**src/rtl/svt_pkg.sv**
```systemverilog
// shared types and constants for the sorted value table
package svt_pkg;

	localparam int CAPACITY = 32;
	localparam int IDX_W    = $clog2(CAPACITY);
	localparam int CNT_W    = $clog2(CAPACITY + 1);
	localparam int VAL_W    = 32;

	typedef logic signed [VAL_W-1:0] value_t;
	typedef logic [IDX_W-1:0]        index_t;
	typedef logic [CNT_W-1:0]        count_t;

	typedef enum logic [1:0] {
		MODE_INSERT = 2'd0,
		MODE_REMOVE = 2'd1,
		MODE_FIND   = 2'd2,
		MODE_CLEAR  = 2'd3
	} mode_t;

	typedef enum logic [1:0] {
		ST_OK        = 2'd0,
		ST_NOT_FOUND = 2'd1,
		ST_FULL      = 2'd2
	} status_t;

	// broadcast from the controller to every cell
	typedef struct packed {
		logic   do_ins;
		logic   do_rem;
		logic   hit;
		value_t key;
	} cell_ctrl_t;

endpackage

```
**src/rtl/svt_cell.sv**
```systemverilog
// one table slot: holds an entry, compares it with the key, shifts with its neighbors
module svt_cell import svt_pkg::*; (
	input  logic       clk,
	input  cell_ctrl_t ctrl,
	input  logic       occ,
	input  logic       left_lt,
	input  value_t     left_entry,
	input  value_t     right_entry,
	output value_t     entry,
	output logic       lt,
	output logic       eq
);

	value_t entry_q;

	assign lt    = occ && (entry_q < ctrl.key);
	assign eq    = occ && (entry_q == ctrl.key);
	assign entry = entry_q;

	always_ff @(posedge clk) begin
		if (ctrl.do_ins && !lt) begin
			// first slot not below the key takes it, the rest move up
			if (left_lt) begin
				entry_q <= ctrl.key;
			end else begin
				entry_q <= left_entry;
			end
		end else if (ctrl.do_rem && ctrl.hit && !lt) begin
			entry_q <= right_entry;
		end
	end

endmodule

```
**config.mk**
```make
export PLATFORM = sky130hd
export DESIGN_NAME = svt_cell
export DESIGN_NICKNAME = d
export VERILOG_FILES = /design/src/rtl/svt_pkg.sv /design/src/rtl/svt_cell.sv
export SDC_FILE = /design/constraint.sdc
export NUM_CORES = 1
export LEC_CHECK = 0
export BUFFER_PORTS_ARGS = -buffer_cell sky130_fd_sc_hd__buf_2
export CAP_MARGIN = 40
export CELL_PAD_IN_SITES_DETAIL_PLACEMENT = 1
export CELL_PAD_IN_SITES_GLOBAL_PLACEMENT = 2
export CORE_ASPECT_RATIO = 0.75
export CORE_UTILIZATION = 29
export DETAILED_ROUTE_END_ITERATION = 10
export GPL_ROUTABILITY_DRIVEN = 0
export PLACE_DENSITY_LB_ADDON = 0.15
export SLEW_MARGIN = 10
export SYNTH_ARGS = -nofsm -noshare
export SYNTH_HDL_FRONTEND = slang
export SYNTH_SLANG_ARGS = --single-unit
```
**constraint.sdc**
```tcl
create_clock -name clk -period 6.46 [get_ports clk]
set_clock_uncertainty 0.1 [all_clocks]
set_input_delay 0.323 -clock clk [delete_from_list [all_inputs] [get_ports clk]]
set_output_delay 0.323 -clock clk [all_outputs]
set_load 0.1 [all_outputs]
```
# --- Yosys cells after proc, flatten, opt, wreduce, memory -nomap -nowiden ---
# Index checks and enable logic that the tools add are counted.
totals:
  output_inout_bits: 34
  wordCells: 13
  ff_bits: 32
  inputBits: 102
op_classes:
  n_mux: 3
  n_lt_le_gt_ge: 1
  n_eq_ne: 1
  n_reduce_logical: 7
ops:
  columns: ["cell", "count"]
  rows:
  - ["$mux W32", 3]
  - ["$eq A32 B32 Y1", 1]
  - ["$lt A32 B32 Y1", 1]
  - ["$logic_and A1 B1 Y1", 5]
  - ["$reduce_bool A2 Y1", 1]
  - ["$logic_not A1 Y1", 1]

# --- Longest topological paths before layout ---
# Gate-level depths: netlist of run 1.
depth:
  word_depth: 6
  depth_mapped: 9
  mapped_depth_nobuf: 8

# --- Least setup slack after synthesis of run 1 ---
# Ideal clock, no wire load.
synth_timing:
  path_kind: "flip-flop to flip-flop"
  startpoint: "reg entry_q[19], in the netlist entry[19]"
  endpoint: "reg entry_q[0], in the netlist entry[0], enable pin"
  path_stages_with_launch: 8
  t_arrival_ns: 5.780
  required_time_ns: 5.779
  synth_period_minus_slack_ns: 6.461
  setup_ns: 0.581
  n_path_buf: 0
  path_slack_ns: -0.001
  path_cell_list: "edfxtp_1 -> ha_1 -> a21oi_1 -> o21ai_0 -> a221o_1 -> or3_4 -> o21ai_0 -> nor2_1"
synth_via:
  elab_chain_len: 5
  word_cells_on_any_way: 6
  classes_between: "order compare (1); reduce/logical (5)"
synth_rtl:
  columns: ["item", "line_no", "text"]
  rows:
  - ["from (decl)", "svt_cell.sv:14", "value_t entry_q;"]
  - ["from (signal assigned)", "svt_cell.sv:24", "entry_q <= ctrl.key;"]
  - ["from (signal assigned)", "svt_cell.sv:26", "entry_q <= left_entry;"]
  - ["from (signal assigned)", "svt_cell.sv:29", "entry_q <= right_entry;"]
  - ["$lt A32 B32 Y1 (*)", "svt_cell.sv:16", "assign lt = occ && (entry_q < ctrl.key);"]
  - ["$logic_and A1 B1 Y1 (*)", "svt_cell.sv:16", null]
  - ["via lt", "svt_cell.sv:10", "output logic lt,"]
  - ["$logic_not A1 Y1 (*)", "svt_cell.sv:21, svt_cell.sv:28", null]
  - ["$logic_and A1 B1 Y1, on equally long branches", "svt_cell.sv:21, svt_cell.sv:28", null]
  - ["$reduce_bool A2 Y1 (no line) (*)", null, null]
# Mark *: on every way through the listed nets, which the timed path passes. The rest lies on a longest branch.
# A chain may end at the register's enable or synchronous reset.

# --- Final worst setup path of run 1 ---
layout_timing:
  startpoint: "reg entry_q[19], in the netlist entry[19]"
  endpoint: "reg entry_q[28], in the netlist entry[28], data pin"
layout_via:
  elab_chain_len: 5
layout_rtl:
  columns: ["item", "line_no", "text"]
  rows:
  - ["$lt A32 B32 Y1", "svt_cell.sv:16", null]
  - ["$logic_and A1 B1 Y1", "svt_cell.sv:16", null]
  - ["$logic_not A1 Y1", "svt_cell.sv:21", "if (ctrl.do_ins && !lt) begin"]
  - ["$logic_and A1 B1 Y1", "svt_cell.sv:21", null]
  - ["$mux W32", "svt_cell.sv:21", null]
# No other way between the ends.

==> flow_summary.yaml, run 1 <==
clock_tree:
  clkTransAtPathRegs_ns: 0.05
  postCtsSetupBuffers: 0
  tritoncts.num_buffers: 5
  cts_root_buf: "clkbuf_16"
  cts_hold_buf: 0
  cts_tree: "built"
  clock_latency_ns: 0.27
  cts_buffer_depth: 2
  cts_num_sinks: 32
  ctsHtreeMaxLevel: 2
  cts-resized-gates: 0
synthesis:
  yosys_warnings: 0
  synthCells: 226
  synthDistinctLibCells: 25
  synth_nets: 360
  yosysSeqAreaShare_pct: 37.16
  syn_area_per_cell_sq_um: 11.44
  ys_ff_latch: 32
  synthesis.area_sq_mm: 0.002586
die:
  fp.dieH_um: 83.79
  io-pin-count: 136
  die_area_sq_mm: 0.009304
  die_width_um: 111.0
  rows: 29
  core_area_sq_mm: 0.008563
  start_util_pct: 30.20
worst_setup_path:
  cp_slowest_cell: "o211ai_4"
  critPathArrivalTime_ns: 3.34
  crit_fanout: 17
  end_kind: "flop"
  path_cells: "ha_1 -> a21oi_1 -> o21ai_0 -> a221o_1 -> or3_4 -> o211ai_4 -> buf_4 -> mux2_2"
  r2r_slack_ns: 3.04
  slowest_delay_ns: 0.52
  crit_type: "reg -> reg"
  cp_data_required_time_ns: 6.38
  cp-start-kind: "flop"
global_route:
  grt_util_met2_pct: 27.67
  grt_util_met1_pct: 21.77
  grt_pass1_wl_um: 12300
  grt_max_degree: 33
  grt_busiest_layer: "met2"
  grt_usage_pct: 16.85
  grt_pass1_vias: 2439
  met3_usage_pct: 5.229
  antenna_found_initial: 0
  gr-total-overflow: 0
drt:
  ant_nets: 0
  vias: 2185
  drc: 14
  drt_iter0_drc: 26
  wl_um: 7208
  drt_pass1_iterations: 8
  wire_per_inst_um: 15.30
  avgViaCountPerCell: 4.639
sta:
  rsz0062_at_grt: "false"
  setup_violations: 0
  worstMarginPinSlew_ns: 0.8225
  finalSetupTns_ns: 0
  slew_viol_final: 0
  min_period_ns: 3.421
  finalHoldViolations: 0
  fmax_ghz: 0.2923
  fin_hold_ws_ns: 0.2462
  min_period_over_period_pct: 52.96
  relSlewSlack_pct: 45.17
outcome:
  violations: "DRC"
  outcome: "finished with violations"
cells_and_area:
  drive_gt1_share_pct: 57.58
  nFillCells: 994
  largest_reg_flops: 32
  areaGrowthSynthToFinish_pct: 36.24
  fin_area_sq_mm: 0.003523
  insertedDiodeCount: 0
  multi_input_area_sq_mm: 0.001460
  nNetsFinal: 497
  register_area_sq_um: 960.9
placement:
  placed_cell_area_sq_mm: 0.003391
  io_buffers: 135
  dp.final_hpwl_um: 5959
power_and_ir_drop:
  p_per_area_mw_per_mm2: 291.1
  seqPwrFrac_pct: 28.9
  ir_drop_uv: 93.65
  swShare_pct: 46.37
  p_sw_uw: 475.5
  p_leak_uw: 0.001708
  power.share.combinational_pct: 49.3
  p_total_uw: 1026
  internal-power_uw: 550.0
  clockPowerShare_pct: 21.8
worst_hold_path:
  hold_path.class: "in -> reg"
job:
  cap_violations: 0
cells by family after synthesis:
family	count (synthesis)	share of synthesized area [%]
multiplexers	64	27.87
adder cells (fa/ha/maj)	32	15.48
AO/OA/AOI/OAI	29	7.209
flip-flops	32	37.16
AND/OR/NAND/NOR	29	5.612
buffers and inverters	40	6.676
per-stage QoR:
step | worst slack [ns] | cells | utilization [%]
floorplan | 1.211 | 226 | -
global placement | 3.007 | 463 | 39.28
detailed placement | 2.882 | 464 | 39.60
CTS | 2.967 | 471 | 41.15
global route | 2.770 | 471 | 41.15
finish | 3.039 | 471 | 41.15
power groups by stage:
stage	combinational (uW)	clock (uW)	sequential (uW)
after floorplan	156	0	541
after global placement	496	0	300
after detailed placement	512	0	301
after CTS	512	232	297
after global routing	540	239	302
final	505	224	297
synthesized netlist by cell type (all sizes together):
master / n / area, sq um
o21ai: 6 / 30.03
clkbuf: 4 / 15.01
a21o: 1 / 7.510
or3: 1 / 11.26
a22oi: 1 / 7.510
a21oi: 16 / 80.08
nand2: 11 / 41.29
o211ai: 2 / 28.78
a31oi: 1 / 12.51
nor4: 2 / 12.51
ha: 32 / 400.4
buf: 3 / 33.78
nand4: 5 / 31.28
inv: 33 / 123.9
nand3: 2 / 10.01
mux2: 64 / 720.7
nor2b: 1 / 6.260
a21bo: 1 / 10.01
and3: 1 / 6.260
nand3b: 1 / 7.510
a221o: 1 / 10.01
nor2: 5 / 18.77
edfxtp: 32 / 960.9
critical path: cells and delay by family (launching register included):
kind,cells,cell delay [ns]
buffers and inverters,1,0.38
AND/OR/NAND/NOR,1,0.39
adder cells (fa/ha/maj),1,0.31
AO/OA/AOI/OAI,4,1.21
multiplexers,1,0.37
flip-flops,1,0.40
final cells by class:
class / instances / share of cell area, %
multi-input cells: 154 / 41.44
flip-flops and latches: 32 / 27.27
repair buffers: 137 / 20.17
well taps: 108 / 3.835
clock buffers: 5 / 3.551
inverters: 33 / 3.516
clock inverters: 2 / 0.2131
metal layers:
layer / wire length, um / vias up
met5: 0 / -
met4: 55 / 0
met3: 597 / 5
met2: 3228 / 75
met1: 3326 / 1011
li1: - / 1094
placed cells by master, fill, tap and decap left out, drive strengths merged:
| master | count |
|---|---|
| a21bo | 1 |
| a21o | 1 |
| a21oi | 16 |
| a221o | 1 |
| a22oi | 1 |
| a31oi | 1 |
| and3 | 1 |
| buf | 137 |
| clkbuf | 5 |
| clkinv | 2 |
| edfxtp | 32 |
| ha | 32 |
| inv | 33 |
| mux2 | 64 |
| nand2 | 11 |
| nand3 | 2 |
| nand3b | 1 |
| nand4 | 5 |
| nor2 | 5 |
| nor2b | 1 |
| nor4 | 2 |
| o211ai | 2 |
| o21ai | 6 |
| or3 | 1 |
path summary, 6_finish.rpt:
path | from | to | cells after the start
hold reg to reg | entry[31]$_DFFE_PP_ | entry[27]$_DFFE_PP_ | 4
setup reg to reg | entry[19]$_DFFE_PP_ | entry[28]$_DFFE_PP_ | 8
setup / recovery | entry[19]$_DFFE_PP_ | entry[28]$_DFFE_PP_ | 8
hold / removal | right_entry[5] | entry[5]$_DFFE_PP_ | 2
No activity file was read; power rests on OpenSTA's default activity.
==> run 2: changes to the inputs <==
--- a/config.mk
+++ b/config.mk
@@ -10,7 +10,7 @@
 export CELL_PAD_IN_SITES_DETAIL_PLACEMENT = 1
 export CELL_PAD_IN_SITES_GLOBAL_PLACEMENT = 2
 export CORE_ASPECT_RATIO = 0.75
-export CORE_UTILIZATION = 29
+export CORE_UTILIZATION = 27
 export DETAILED_ROUTE_END_ITERATION = 10
 export GPL_ROUTABILITY_DRIVEN = 0
 export PLACE_DENSITY_LB_ADDON = 0.15
==> constraint.sdc (replaced) <==
create_clock -name clk -period 3.5 [get_ports clk]
set_clock_uncertainty 0.1 [all_clocks]
set_input_delay 0.175 -clock clk [delete_from_list [all_inputs] [get_ports clk]]
set_output_delay 0.175 -clock clk [all_outputs]
set_load 0.1 [all_outputs]
==> run 2 against run 1 <==
  * The flow now finishes without violations
  * Via count is essentially flat
  * Total power grew 86%
  * Utilization shrank 2.0 points
  * Maximum frequency grew 15%
  * Non-clock buffer count grew 2
  * Critical path type unchanged
  * Critical endpoint is now entry[5]$_DFFE_PP_
==> flow_summary.yaml, run 2 (synthesis gave the netlist of run 1 again) <==
outcome:
  outcome: "finished, final reports clean"
clock_tree:
  cts_tree: "built"
  cts_buffer_depth: 2
  cts-resized-gates: 0
  clock_latency_ns: 0.27
  postCtsSetupBuffers: 0
  cts_num_sinks: 32
  cts_root_buf: "clkbuf_16"
  tritoncts.num_buffers: 5
  ctsHtreeMaxLevel: 2
  cts_hold_buf: 0
  clkTransAtPathRegs_ns: 0.05
worst_setup_path:
  critPathArrivalTime_ns: 2.90
  crit_type: "reg -> reg"
  cp_data_required_time_ns: 3.42
  cp-start-kind: "flop"
  end_kind: "flop"
  r2r_slack_ns: 0.52
  crit_fanout: 16
  reg2reg_depth: 8
die:
  die_width_um: 115.0
  die_area_sq_mm: 0.009978
  start_util_pct: 28.24
  rows: 30
  fp.dieH_um: 86.76
  core_area_sq_mm: 0.009159
  io-pin-count: 136
global_route:
  grt_pass1_vias: 2298
  antenna_found_initial: 0
  gr-total-overflow: 0
  grt_usage_pct: 15.38
  grt_pass1_wl_um: 11560
  grt_max_degree: 33
cells_and_area:
  nFillCells: 1088
  largest_reg_flops: 32
  areaGrowthSynthToFinish_pct: 38.80
  final_common_cell: "buf_2"
  fin_area_sq_mm: 0.003590
  insertedDiodeCount: 0
  final_util_pct: 39.19
  nNetsFinal: 499
  drive_gt1_share_pct: 58.74
  layout_common_cells: "135 x buf_2, 62 x mux2_2, 33 x inv_1"
placement:
  placed_cell_area_sq_mm: 0.003453
  dp.final_hpwl_um: 6005
  io_buffers: 135
  place_ws_ns: 0.4801
drt:
  drc: 0
  wl_um: 7343
  avgViaCountPerCell: 4.427
  ant_nets: 0
  wire_per_inst_um: 14.86
  drt_iter0_drc: 38
  vias: 2187
  drt_pass1_iterations: 4
power_and_ir_drop:
  power.share.combinational_pct: 49.1
  clockPowerShare_pct: 22.1
  p_per_area_mw_per_mm2: 531.8
  p_sw_uw: 883.9
  seqPwrFrac_pct: 28.8
  internal-power_uw: 1025
  p_leak_uw: 0.001713
  swShare_pct: 46.30
  ir_drop_uv: 152.6
sta:
  relSlewSlack_pct: 45.37
  worstMarginPinSlew_ns: 0.8195
  min_period_over_period_pct: 85.08
  finalSetupTns_ns: 0
  rsz0062_at_grt: "false"
  slew_viol_final: 0
  fin_ws_ns: 0.5222
  finalHoldViolations: 0
  fin_hold_ws_ns: 0.08364
  fmax_ghz: 0.3358
  setup_violations: 0
  min_period_ns: 2.978
worst_hold_path:
  hold_path.class: "in -> reg"
  whs_path_depth: 2
job:
  cap_violations: 0
[run 2: cell type report]
cell class	count	area [sq um]	share of cell area (%)
multi-input cells	154	1503	41.86
flip-flops and latches	32	960.9	26.77
repair buffers	139	705.7	19.66
well taps	128	160.2	4.461
clock buffers	7	132.6	3.695
inverters	33	123.9	3.451
clock inverters	1	3.754	0.1046
[run 2: power by group through the flow]
stage / logic (uW) / clock network, uW / registers (uW)
2_1_floorplan: 299 / 0 / 999
3_3_place_gp: 940 / 0 / 556
3_5_place_dp: 947 / 0 / 558
4_1_cts: 949 / 439 / 550
5_1_grt: 1010 / 451 / 558
6_report: 937 / 423 / 549
[run 2: worst max-delay path: stages (launching register included)]
cell,delay (ns)
edfxtp_1,0.40
ha_1,0.33
nand4_1,0.21
nor4_1,0.45
a21bo_2,0.28
a31oi_2,0.26
o211ai_4,0.12
buf_4,0.22
mux2_1,0.33
[run 2: per-stage QoR]
stage | power (uW) | cells
finish | 1909 | 494
global route | 2015 | 494
CTS | 1939 | 494
detailed placement | 1505 | 486
global placement | 1497 | 486
floorplan | 1298 | 226
[run 2: worst paths after layout]
kind	start	end
worst max-delay path	entry[14]$_DFFE_PP_	entry[5]$_DFFE_PP_
worst min-delay path	right_entry[8]	entry[8]$_DFFE_PP_
worst max register to register	entry[14]$_DFFE_PP_	entry[5]$_DFFE_PP_
worst min register to register	entry[31]$_DFFE_PP_	entry[26]$_DFFE_PP_
[run 2: metal layers]
metal  track usage (%)  up-vias  share of wire [%]
met3             4.126        5                6.5
met4             4.250        0               0.64
met2             24.48       72                 45
met1             20.51     1007                 48
li1                  -     1103                  -
met5                 0        -                  0
==> run 3: changes to the inputs <==
--- a/config.mk
+++ b/config.mk
@@ -13,7 +13,7 @@
 export CORE_UTILIZATION = 27
 export DETAILED_ROUTE_END_ITERATION = 10
 export GPL_ROUTABILITY_DRIVEN = 0
-export PLACE_DENSITY_LB_ADDON = 0.15
+export PLACE_DENSITY_LB_ADDON = 0.3
 export SLEW_MARGIN = 10
 export SYNTH_ARGS = -nofsm -noshare
 export SYNTH_HDL_FRONTEND = slang
==> run 3 against run 2 <==
  * Sequential power barely moved
  * Die area did not move
  * Wire length fell by 0.20%
  * First-iteration DRC count is 50% lower
  * Final area fell by 0.31%
  * Hold slack improved by 0.0066 ns
  * Maximum frequency down 0.89%
  * Cell count is 0.40% lower
  * Clock power shrank 5.0%
  * Highest routed layer unchanged
  * Clock-buffer cell count decreased by 2
==> flow_summary.yaml, run 3 (synthesis gave the netlist of run 1 again) <==
global_route:
  antenna_found_initial: 0
  grt_usage_pct: 15.39
  grt_pass1_vias: 2428
  grt_max_degree: 33
  grt_pass1_wl_um: 11700
  gr-total-overflow: 0
placement:
  place_ws_ns: 0.4805
  dp.final_hpwl_um: 6093
  dpl.cell_count: 485
  io_buffers: 135
die:
  fp.dieH_um: 86.76
  start_util_pct: 28.24
  die_width_um: 115.0
  rows: 30
  die_area_sq_mm: 0.009978
  core_area_sq_mm: 0.009159
  io-pin-count: 136
clock_tree:
  cts_root_buf: "clkbuf_16"
  clock_latency_ns: 0.27
  cts_buffer_depth: 2
  ctsHtreeMaxLevel: 2
  cts_tree: "built"
  cts_hold_buf: 0
  cts_num_sinks: 32
  cts-resized-gates: 0
  postCtsSetupBuffers: 0
  clkTransAtPathRegs_ns: 0.05
  tritoncts.num_buffers: 5
power_and_ir_drop:
  power.share.combinational_pct: 49.6
  seqPwrFrac_pct: 29.1
  swShare_pct: 46.16
  p_sw_uw: 871.8
  p_per_area_mw_per_mm2: 527.8
  clockPowerShare_pct: 21.3
  ir_drop_uv: 162.4
  internal-power_uw: 1017
  p_leak_uw: 0.001708
drt:
  wire_per_inst_um: 14.89
  wl_um: 7328
  drt_iter0_drc: 19
  vias: 2205
  drc: 0
  drt_pass1_iterations: 4
  avgViaCountPerCell: 4.482
  ant_nets: 0
worst_hold_path:
  whs_path_depth: 2
  min_from: "right_entry[8]"
  hold_path.class: "in -> reg"
worst_setup_path:
  crit_type: "reg -> reg"
  crit_start: "entry[17]$_DFFE_PP_"
  end_kind: "flop"
  cp_data_required_time_ns: 3.42
  crit_fanout: 20
  critPathArrivalTime_ns: 2.92
  reg2reg_depth: 8
  timing.rr.start: "entry[17]$_DFFE_PP_"
  cp-start-kind: "flop"
cells_and_area:
  layout_common_cells: "135 x buf_2, 62 x mux2_2, 33 x inv_1"
  largest_reg_flops: 32
  final_util_pct: 39.07
  final_common_cell: "buf_2"
  stdcell_count: 492
  insertedDiodeCount: 0
  areaGrowthSynthToFinish_pct: 38.36
  drive_gt1_share_pct: 58.79
  nNetsFinal: 498
sta:
  fin_ws_ns: 0.4956
  min_period_ns: 3.004
  setup_violations: 0
  finalSetupTns_ns: 0
  fmax_ghz: 0.3328
  min_period_over_period_pct: 85.84
  relSlewSlack_pct: 45.38
  slew_viol_final: 0
  rsz0062_at_grt: "false"
  finalHoldViolations: 0
  worstMarginPinSlew_ns: 0.8193
job:
  cap_violations: 0
outcome:
  outcome: "finished, final reports clean"
run 3: changes by cell type in the layout (fill, tap and decap cells not counted), sizes merged:
cell    change
buf         -1
clkinv      +1
clkbuf      -2
run 3: routing by layer:
layer	vias to the layer above	wire length [um]	global-route usage, %	share of wire (%)
li1	1099	-	-	-
met1	1027	3208	18.57	44
met5	-	0	0	0
met3	7	492	4.476	6.7
met2	72	3543	26.67	48
met4	0	84	4.368	1.1
run 3: through the flow:
stage	instance area, sq um	power, uW	hold slack (ns)
after floorplan	2636	1298	0.2789
after global placement	3446	1489	0.3656
after detailed placement	3446	1507	0.3707
after CTS	3578	1923	0.08475
after global routing	3578	1992	0.09437
final	3578	1889	0.09023
run 3: final timing paths:
kind                         endpoint  slack (ns)
setup / recovery  entry[12]$_DFFE_PP_        0.50
hold / removal     entry[8]$_DFFE_PP_        0.09
setup reg to reg  entry[12]$_DFFE_PP_        0.50
hold reg to reg   entry[28]$_DFFE_PP_        1.31
run 3: layout make-up:
class | count | area [sq um]
Timing Repair Buffer | 138 | 698.2
Multi-Input combinational cell | 154 | 1503
Inverter | 33 | 123.9
Sequential cell | 32 | 960.9
Fill cell | 1105 | 5580
Tap cell | 128 | 160.2
Clock buffer | 5 | 125.1
Clock inverter | 2 | 7.507
run 3: critical path, stage by stage, from the launching register on:
cell and delay (ns):
edfxtp_1 0.40, ha_1 0.32, a21oi_1 0.15, o21ai_0 0.14
a221o_1 0.37, or3_4 0.37, o211ai_4 0.18, buf_4 0.31
mux2_2 0.38
run 3: power by group through the flow:
stage | combinational, uW | clock [uW] | sequential [uW]
3_3_place_gp | 935 | 0 | 554
3_5_place_dp | 948 | 0 | 559
4_1_cts | 952 | 420 | 552
2_1_floorplan | 299 | 0 | 999
6_report | 937 | 402 | 550
5_1_grt | 1010 | 428 | 559
